**src/rtl/lfu_pkg.sv**
```systemverilog
// Shared types for the LFU cache table: controller states and control structs
`timescale 1ns / 1ps
`default_nettype none
package lfu_pkg;
  typedef enum logic [1:0] {
    ST_IDLE,
    ST_SEARCH,
    ST_UPDATE,
    ST_OUT
  } lfu_state_t;

  localparam logic OP_GET = 1'b0;
  localparam logic OP_PUT = 1'b1;
  localparam logic [31:0] MISS_VALUE = 32'hFFFF_FFFF;
  localparam int CFG_CAPACITY = 0;

  typedef struct packed {
    logic load;
    logic search;
    logic update;
  } lfu_cmd_t;
endpackage
`default_nettype wire

```
**src/rtl/lfu_ctrl.sv**
```systemverilog
// Controller state machine for the LFU cache table
`timescale 1ns / 1ps
`default_nettype none
module lfu_ctrl (
  input  wire logic            clk,
  input  wire logic            rst,
  input  wire logic            in_valid,
  output logic                 in_ready,
  output logic                 out_valid,
  input  wire logic            out_ready,
  output lfu_pkg::lfu_cmd_t    cmd
);
  import lfu_pkg::*;

  lfu_state_t state, state_next;

  always_ff @(posedge clk) begin
    if (rst) begin
      state <= ST_IDLE;
    end else begin
      state <= state_next;
    end
  end

  always_comb begin
    state_next = state;
    unique case (state)
      ST_IDLE:   if (in_valid) state_next = ST_SEARCH;
      ST_SEARCH: state_next = ST_UPDATE;
      ST_UPDATE: state_next = ST_OUT;
      ST_OUT: begin
        if (out_ready) begin
          state_next = in_valid ? ST_SEARCH : ST_IDLE;
        end
      end
      default:   state_next = ST_IDLE;
    endcase
  end

  always_comb begin
    in_ready   = 1'b0;
    out_valid  = 1'b0;
    cmd        = '0;
    unique case (state)
      ST_IDLE:   begin in_ready = 1'b1; cmd.load = in_valid; end
      ST_SEARCH: cmd.search = 1'b1;
      ST_UPDATE: cmd.update = 1'b1;
      ST_OUT: begin
        out_valid = 1'b1;
        in_ready  = out_ready;
        cmd.load  = out_ready & in_valid;
      end
      default: ;
    endcase
  end
endmodule
`default_nettype wire

```
**config.mk**
```make
export PLATFORM = sky130hd
export DESIGN_NAME = lfu_ctrl
export DESIGN_NICKNAME = d
export VERILOG_FILES = /design/src/rtl/lfu_pkg.sv /design/src/rtl/lfu_ctrl.sv
export SDC_FILE = /design/constraint.sdc
export NUM_CORES = 1
export LEC_CHECK = 0
export ABC_CLOCK_PERIOD_IN_PS = 2000
export BUFFER_PORTS_ARGS = -buffer_cell sky130_fd_sc_hd__clkbuf_2
export CAP_MARGIN = 40
export CORE_AREA = 2 2 39 41
export CTS_CLUSTER_DIAMETER = 150
export DETAILED_ROUTE_END_ITERATION = 10
export DIE_AREA = 0 0 41 43
export GPL_TIMING_DRIVEN = 0
export PLACE_DENSITY_LB_ADDON = 0.08
export SLEW_MARGIN = 20
export SYNTH_ARGS = -nofsm -noshare
export SYNTH_HDL_FRONTEND = slang
export SYNTH_SLANG_ARGS = --single-unit
```
**constraint.sdc**
```tcl
create_clock -name clk -period 2 [get_ports clk]
set_input_delay 0.1 -clock clk [delete_from_list [all_inputs] [get_ports clk]]
set_output_delay 0.1 -clock clk [all_outputs]
set_load 0.1 [all_outputs]
```
## Word-level counts from Yosys, hierarchy flattened

Index checks and enable logic that the tools add are counted.

| operators by class | value |
|---|---|
| bitwise operators | 1 |
| order comparisons | 0 |
| shifts and indexed selects | 0 |
| equal/unequal tests | 5 |
| divide/modulo/power cells | 0 |
| reductions and logical operators | 2 |
| muxes and demuxes | 9 |
| add/subtract/negate cells | 0 |
| $mul | 0 |

Operators by type and width:

| cell | number |
|---|---|
| one-hot mux 2 bit (4 select lines) | 1 |
| equality test 2 bit (second input constant) | 2 |
| two-way mux 1 bit | 4 |
| two-way mux 2 bit | 2 |
| inequality test 2 bit (second input constant) | 2 |
| one-hot mux 1 bit (2 select lines) | 2 |
| equality test 2 x 1 -> 1 bit (second input constant) | 1 |
| logical NOT 2 bit | 1 |
| AND reduction 2 bit | 1 |
| AND 1 bit | 1 |

| storage, ports and cells | value |
|---|---|
| output and inout port bits | 5 |
| latch bits | 0 |
| logic and storage cells | 18 |
| register bits after elaboration | 2 |
| ROM bits | 0 |
| input bits | 4 |
| memories | 0 |
| RAM bits | 0 |

## Logic depth before layout (Yosys ltp)

Gate-level depths: netlist of the first run.

| depth | value |
|---|---|
| depth in word-level cells | 3 |
| depth in mapped cells | 5 |
| gate-level depth less buffers | 5 |

## Worst setup path after synthesis of the first run

Ideal clock, no wire load.

| timing | value |
|---|---|
| path kind | register to output |
| start point | reg state[0] |
| end point | out cmd[2] (netlist name) |
| arrival | 3009 ps |
| buffers on the path | 0 |
| required time | 1900 ps |
| cell stages (with the launch flop) | 4 |
| setup slack | -1109 ps |
| path through | dfxtp_1 > inv_1 > ha_1 > nor3b_1 |

RTL lines:

| what | line | source |
|---|---|---|
| from (decl) | lfu_ctrl.sv:15 | `lfu_state_t state, state_next;` |
| from (signal assigned) | lfu_ctrl.sv:21 | `state <= state_next;` |
| to (decl) | lfu_ctrl.sv:11 | `output lfu_pkg::lfu_cmd_t cmd` |

==> results of run 1 <==
[metal layers]
metal  routed length (µm)  vias to the layer above  global-route usage
met3                   22                        0              0.0314
met1                  208                       90              0.0701
met5                    0                        -                   0
met4                    0                        0              0.0600
met2                  222                        4              0.0844
li1                     -                      105                   -
[through the flow]
step                cell area, µm²  hold WS [ns]  instances  utilization
finish                         325        0.0516         50        0.235
global route                   325        0.0405         50        0.235
CTS                            325        0.0404         50        0.235
detailed placement             303         0.279         47        0.219
global placement               303         0.282         47        0.219
floorplan                      243         0.172         23            -
[logic make-up after synthesis]
kind of cell / synth area share
flops: 0.181
buf+inv: 0.0339
fa+ha+maj: 0.339
simple gates: 0.232
compound gates: 0.215
[worst paths after layout]
check | startpoint | endpoint | slack, ns
worst max-delay path | state[0]$_SDFFE_PP0P_ | cmd[2] | 0.12
worst min-delay path | rst | state[0]$_SDFFE_PP0P_ | 0.05
worst max register to register | state[0]$_SDFFE_PP0P_ | state[1]$_SDFFE_PP0P_ | 0.63
worst min register to register | state[0]$_SDFFE_PP0P_ | state[0]$_SDFFE_PP0P_ | 0.60
[critical path: cells and delay by family, from the launching register on]
| family | cells | cell delay (ns) |
|---|---|---|
| buffers and inverters | 2 | 0.56 |
| flip-flops | 1 | 0.40 |
| adder cells (fa/ha/maj) | 1 | 0.39 |
| AND/OR/NAND/NOR | 1 | 0.20 |
[cells in the final DEF, fill, tap and decap left out]
cell / count
sky130_fd_sc_hd__a211oi_1: 1
sky130_fd_sc_hd__a21oi_1: 3
sky130_fd_sc_hd__a311oi_1: 1
sky130_fd_sc_hd__a31oi_1: 1
sky130_fd_sc_hd__and3_1: 1
sky130_fd_sc_hd__buf_2: 1
sky130_fd_sc_hd__clkbuf_2: 7
sky130_fd_sc_hd__clkbuf_4: 3
sky130_fd_sc_hd__dfxtp_1: 2
sky130_fd_sc_hd__ha_1: 5
sky130_fd_sc_hd__ha_2: 1
sky130_fd_sc_hd__inv_1: 2
sky130_fd_sc_hd__nand2b_4: 2
sky130_fd_sc_hd__nor2_4: 1
sky130_fd_sc_hd__nor3b_4: 1
sky130_fd_sc_hd__o21ba_1: 1
sky130_fd_sc_hd__or2_0: 1
[Yosys cell counts]
library cell,count
sky130_fd_sc_hd__ha_1,6
sky130_fd_sc_hd__a21oi_1,3
sky130_fd_sc_hd__dfxtp_1,2
sky130_fd_sc_hd__inv_1,2
sky130_fd_sc_hd__nand2b_4,2
sky130_fd_sc_hd__a211oi_1,1
sky130_fd_sc_hd__a311oi_1,1
sky130_fd_sc_hd__a31oi_1,1
sky130_fd_sc_hd__and3_1,1
sky130_fd_sc_hd__nor2_1,1
sky130_fd_sc_hd__nor3b_1,1
sky130_fd_sc_hd__o21ba_1,1
sky130_fd_sc_hd__or2_0,1
[area by class of cell]
type | count | area [µm²] | share of cell area
Timing Repair Buffer | 8 | 40.0 | 0.123
Inverter | 2 | 7.51 | 0.0231
Sequential cell | 2 | 40.0 | 0.123
Multi-Input combinational cell | 19 | 195 | 0.600
Clock buffer | 3 | 22.5 | 0.0692
Tap cell | 16 | 20.0 | 0.0615
[repair_timing]
action	CTS	global route
endpoints found under the setup margin	0	1
hold buffers	0	0
resized for setup	0	1
==> impl_metrics.sql, run 1 <==
INSERT INTO impl_metrics (metric_group, metric, value, unit) VALUES
('outcome', 'outcome', 'finished clean', ''),
('global_route', 'largest_net_degree_at_the_start_of_global_routing', '6', ''),
('placement', 'dpl_worst_slack', '0.300', 'ns'),
('timing', 'grt_setup_unrepaired', 'no', ''),
('timing', 'tightestPinTransition', '0.539', 'ns'),
('synth', 'synth.cell_area', '221', 'µm²'),
('floorplanning', 'die_y', '43', 'µm'),
('synth', 'synth.ff_latch_count', '2', ''),
('routing', 'wl_per_cell', '9.06', 'µm'),
('floorplanning', 'placeableCoreArea', '1380', 'µm²'),
('clock_tree', 'root_cell_of_the_clock_tree', 'sky130_fd_sc_hd__clkbuf_4', ''),
('synth', 'seq_area_frac_synth', '0.181', ''),
('critical_path', 'timing.critical_path.to_type', 'output port', ''),
('routing', 'drcViolationCount', '0', ''),
('finish', 'nFillCells', '151', ''),
('timing', 'final_setup_fails', '0', ''),
('floorplanning', 'io_pins', '9', ''),
('placement', 'port_buffers', '8', ''),
('global_route', 'grt_overflow', '0', ''),
('global_route', 'via_count_of_the_first_global_routing_pass', '208', ''),
('clock_tree', 'clock_tree.buffer_depth', '2', ''),
('critical_path', 'critPathRequiredTime', '1.90', 'ns'),
('timing', 'timing.clock.skew', '0.000572', 'ns'),
('floorplanning', 'row_count', '14', ''),
('timing', 'final.setup.worst_slack', '0.116', 'ns'),
('finish', 'largest_reg_flops', '2', ''),
('clock_tree', 'clock_latency', '0.22', 'ns'),
('finish', 'count_of_antenna_diodes_in_the_layout', '0', ''),
('critical_path', 'timing.critical_path.cells', 'inv_1 -> ha_1 -> nor3b_4 -> buf_2', ''),
('critical_path', 'critPathLaunchType', 'register', ''),
('global_route', 'grt_first_pass_wirelength', '717', 'µm'),
('floorplanning', 'die_width', '41', 'µm'),
('global_route', 'groute.usage.overall', '0.0641', ''),
('timing', 'fin_crit_period', '1.88', 'ns'),
('finish', 'final_net_count', '46', ''),
('synth', 'synthesis.area_per_instance', '9.63', 'µm²'),
('clock_tree', 'clk_pin_slew', '0.03', 'ns'),
('critical_path', 'path_class', 'register to output port', ''),
('placement', 'dp_hpwl', '354', 'µm'),
('critical_path', 'worst_path_largest_cell_delay', '0.44', 'ns'),
('finish', 'layout_overhead_on_the_synthesized_area', '46.9', '%'),
('run', 'maxCapViolCount', '0', ''),
('global_route', 'number_of_antenna_violations_at_the_first_check_in_global_routing', '0', ''),
('synth', 'net_count_after_synthesis', '33', ''),
('timing', 'period_share', '0.942', ''),
('critical_path', 'path_max_fanout', '5', ''),
('routing', 'route.antenna.remaining_nets', '0', ''),
('routing', 'drt_iter0_markers', '8', ''),
('critical_path', 'depth_of_the_most_critical_reg_to_reg_path', '4', ''),
('synth', 'gate_count_post_synth', '23', ''),
('finish', 'largest_registers', 'state x2', ''),
('routing', 'routed-via-count', '199', ''),
('floorplanning', 'die_area', '1760', 'µm²'),
('timing', 'totalNegativeSetupSlack', '0', 'ns'),
('placement', 'gpl.final_weighted_congestion', '0.666', ''),
('synth', 'synth_top_cell_by_area', 'sky130_fd_sc_hd__ha_1', ''),
('clock_tree', 'cts_tree', 'built', ''),
('timing', 'slew_violations', '0', ''),
('routing', 'vias_per_cell', '3.98', ''),
('finish', 'top_register', 'state', ''),
('synth', 'ys_top_cells_by_area', 'sky130_fd_sc_hd__ha_1 34%, sky130_fd_sc_hd__dfxtp_1 18%, sky130_fd_sc_hd__nand2b_4 12%', ''),
('finish', 'post_route_cells_drive_above_1_share', '0.471', ''),
('synth', 'synth_top_cell_area_share', '0.339', ''),
('min_path', 'whs_path_depth', '2', ''),
('floorplanning', 'initial_core_util', '0.160', ''),
('routing', 'drt_pre_antenna_iters', '2', ''),
('routing', 'totalWireLength', '453', 'µm'),
('critical_path', 'crit_slowest_cell', 'sky130_fd_sc_hd__buf_2', ''),
('min_path', 'hold_class', 'primary input to register', ''),
('timing', 'achievable-frequency', '531', 'MHz'),
('clock_tree', 'post_cts_setup_buffers', '0', ''),
('synth', 'yosysUniqueCellTypes', '13', ''),
('clock_tree', 'htree_levels', '1', ''),
('synth', 'synth.yosys.warnings', '0', ''),
('critical_path', 'worstPathArrival', '1.78', 'ns'),
('clock_tree', 'tritoncts_num_sinks', '2', ''),
('timing', 'final_hold_viol_count', '0', ''),
('timing', 'relSlewSlack', '0.642', ''),
('clock_tree', 'total_cts_buffers', '3', '');
Power of run 1 is left out: the tool's default activity adds up to more than one toggle a clock period on the data nets, which glitch-free logic cannot reach.
==> run 2, diff against run 1 <==
==> constraint.sdc (replaced) <==
create_clock -name clk -period 2 [get_ports clk]
set_input_delay 0.3 -clock clk [delete_from_list [all_inputs] [get_ports clk]]
set_output_delay 0.3 -clock clk [all_outputs]
set_load 0.1 [all_outputs]
==> run 2 against run 1 <==
Net effect: non-clock buffer count is the same; fmax shrank 0.67%; core utilization grew 1.3 points; die area is the same.
==> impl_metrics.sql, run 2 (same netlist as run 1, synthesis figures left out) <==
INSERT INTO impl_metrics (metric_group, metric, value, unit) VALUES
('placement', 'gpl.final_weighted_congestion', '0.666', ''),
('finish', 'largest_reg_flops', '2', ''),
('timing', 'period_share', '0.948', ''),
('finish', 'layout_overhead_on_the_synthesized_area', '54.8', '%'),
('timing', 'achievable-frequency', '527', 'MHz'),
('timing', 'timing.clock.skew', '0.000572', 'ns'),
('floorplanning', 'initial_core_util', '0.160', ''),
('finish', 'layout_commonest_cell', 'sky130_fd_sc_hd__clkbuf_2', ''),
('global_route', 'groute.usage.overall', '0.0641', ''),
('timing', 'totalNegativeSetupSlack', '0', 'ns'),
('critical_path', 'worstPathArrival', '1.60', 'ns'),
('finish', 'postLayoutCoreUtil', '0.248', ''),
('timing', 'grt_setup_unrepaired', 'no', ''),
('finish', 'nFillCells', '149', ''),
('critical_path', 'timing.critical_path.cells', 'inv_1 -> ha_1 -> nor3b_4 -> buf_12', ''),
('clock_tree', 'total_cts_buffers', '3', ''),
('finish', 'count_of_antenna_diodes_in_the_layout', '0', ''),
('clock_tree', 'htree_levels', '1', ''),
('routing', 'drcViolationCount', '0', ''),
('clock_tree', 'cts_tree', 'built', ''),
('run', 'maxCapViolCount', '0', ''),
('floorplanning', 'placeableCoreArea', '1380', 'µm²'),
('finish', 'final_cell_mix', '6 x sky130_fd_sc_hd__clkbuf_2, 5 x sky130_fd_sc_hd__ha_1, 4 x sky130_fd_sc_hd__clkbuf_4', ''),
('critical_path', 'critPathRequiredTime', '1.70', 'ns'),
('floorplanning', 'die_width', '41', 'µm'),
('timing', 'relSlewSlack', '0.642', ''),
('floorplanning', 'row_count', '14', ''),
('placement', 'dp_hpwl', '354', 'µm'),
('finish', 'top_register', 'state', ''),
('floorplanning', 'io_pins', '9', ''),
('clock_tree', 'clock_latency', '0.22', 'ns'),
('outcome', 'outcome', 'finished clean', ''),
('global_route', 'largest_net_degree_at_the_start_of_global_routing', '6', ''),
('timing', 'fin_crit_period', '1.90', 'ns'),
('global_route', 'grt_overflow', '0', ''),
('placement', 'port_buffers', '8', ''),
('routing', 'drt_iter0_markers', '8', ''),
('min_path', 'hold_class', 'primary input to register', ''),
('critical_path', 'crit_slowest_cell', 'sky130_fd_sc_hd__dfxtp_1', ''),
('routing', 'route.antenna.remaining_nets', '0', ''),
('clock_tree', 'post_cts_setup_buffers', '0', ''),
('clock_tree', 'root_cell_of_the_clock_tree', 'sky130_fd_sc_hd__clkbuf_4', ''),
('finish', 'post_route_cells_drive_above_1_share', '0.471', ''),
('timing', 'final_hold_viol_count', '0', ''),
('floorplanning', 'die_y', '43', 'µm'),
('critical_path', 'path_max_fanout', '5', ''),
('global_route', 'number_of_antenna_violations_at_the_first_check_in_global_routing', '0', ''),
('floorplanning', 'die_area', '1760', 'µm²'),
('timing', 'final_setup_fails', '0', ''),
('timing', 'slew_violations', '0', ''),
('finish', 'largest_registers', 'state x2', ''),
('clock_tree', 'clock_tree.buffer_depth', '2', ''),
('placement', 'place.detailed.instances', '47', ''),
('critical_path', 'timing.critical_path.to_type', 'output port', ''),
('routing', 'totalWireLength', '452', 'µm'),
('routing', 'wl_per_cell', '9.04', 'µm'),
('routing', 'routed-via-count', '199', ''),
('timing', 'timing.hold.ws', '0.252', 'ns'),
('clock_tree', 'clk_pin_slew', '0.03', 'ns'),
('finish', 'final-instance-count-excl-fill', '50', ''),
('finish', 'final_net_count', '46', ''),
('critical_path', 'worst_path_largest_cell_delay', '0.40', 'ns'),
('clock_tree', 'tritoncts_num_sinks', '2', ''),
('routing', 'drt_pre_antenna_iters', '2', ''),
('timing', 'tightestPinTransition', '0.539', 'ns'),
('routing', 'vias_per_cell', '3.98', ''),
('global_route', 'grt_first_pass_wirelength', '717', 'µm'),
('critical_path', 'path_class', 'register to output port', ''),
('critical_path', 'critPathLaunchType', 'register', ''),
('global_route', 'via_count_of_the_first_global_routing_pass', '208', '');
run 2: worst paths after layout:
path,end,slack [ns],startpoint,cells past startpoint
worst max-delay path,cmd[2],0.10,state[0]$_SDFFE_PP0P_,4
worst min-delay path,state[0]$_SDFFE_PP0P_,0.25,rst,2
worst max register to register,state[1]$_SDFFE_PP0P_,0.63,state[0]$_SDFFE_PP0P_,4
worst min register to register,state[0]$_SDFFE_PP0P_,0.60,state[0]$_SDFFE_PP0P_,2
run 2: what timing repair did:
action / in CTS / in global routing
resized for setup: 3 / 2
pin swaps: 0 / 0
endpoints found under the setup margin: 2 / 1
hold buffers: 0 / 0
gates cloned: 0 / 0
run 2: final cells by class:
cell class	count	area, µm²	share of cell area
Multi-Input combinational cell	19	195	0.569
Clock buffer	3	22.5	0.0657
Sequential cell	2	40.0	0.117
Timing Repair Buffer	8	57.6	0.168
Inverter	2	7.51	0.0219
Tap cell	16	20.0	0.0584
run 2: per-layer routing:
| layer | vias to the layer above | global-route usage | share of wire |
|---|---|---|---|
| met3 | 0 | 0.0314 | 0.049 |
| met5 | - | 0 | 0 |
| met2 | 4 | 0.0844 | 0.49 |
| met4 | 0 | 0.0600 | 0 |
| li1 | 105 | - | - |
| met1 | 90 | 0.0701 | 0.46 |
run 2: critical path: cells and delay by family, from the launching register on:
family                   cells  cell delay, ns
adder cells (fa/ha/maj)      1            0.39
buffers and inverters        2            0.32
flip-flops                   1            0.40
AND/OR/NAND/NOR              1            0.25
run 2: through the flow:
step                      setup WS [ns]  cell area (µm²)
after floorplan                 -0.0184              243
after global placement            0.105              303
after detailed placement         0.0998              303
after CTS                        0.0552              337
after global routing           0.000943              343
final                             0.104              343
Power of run 2 is left out for the same reason.
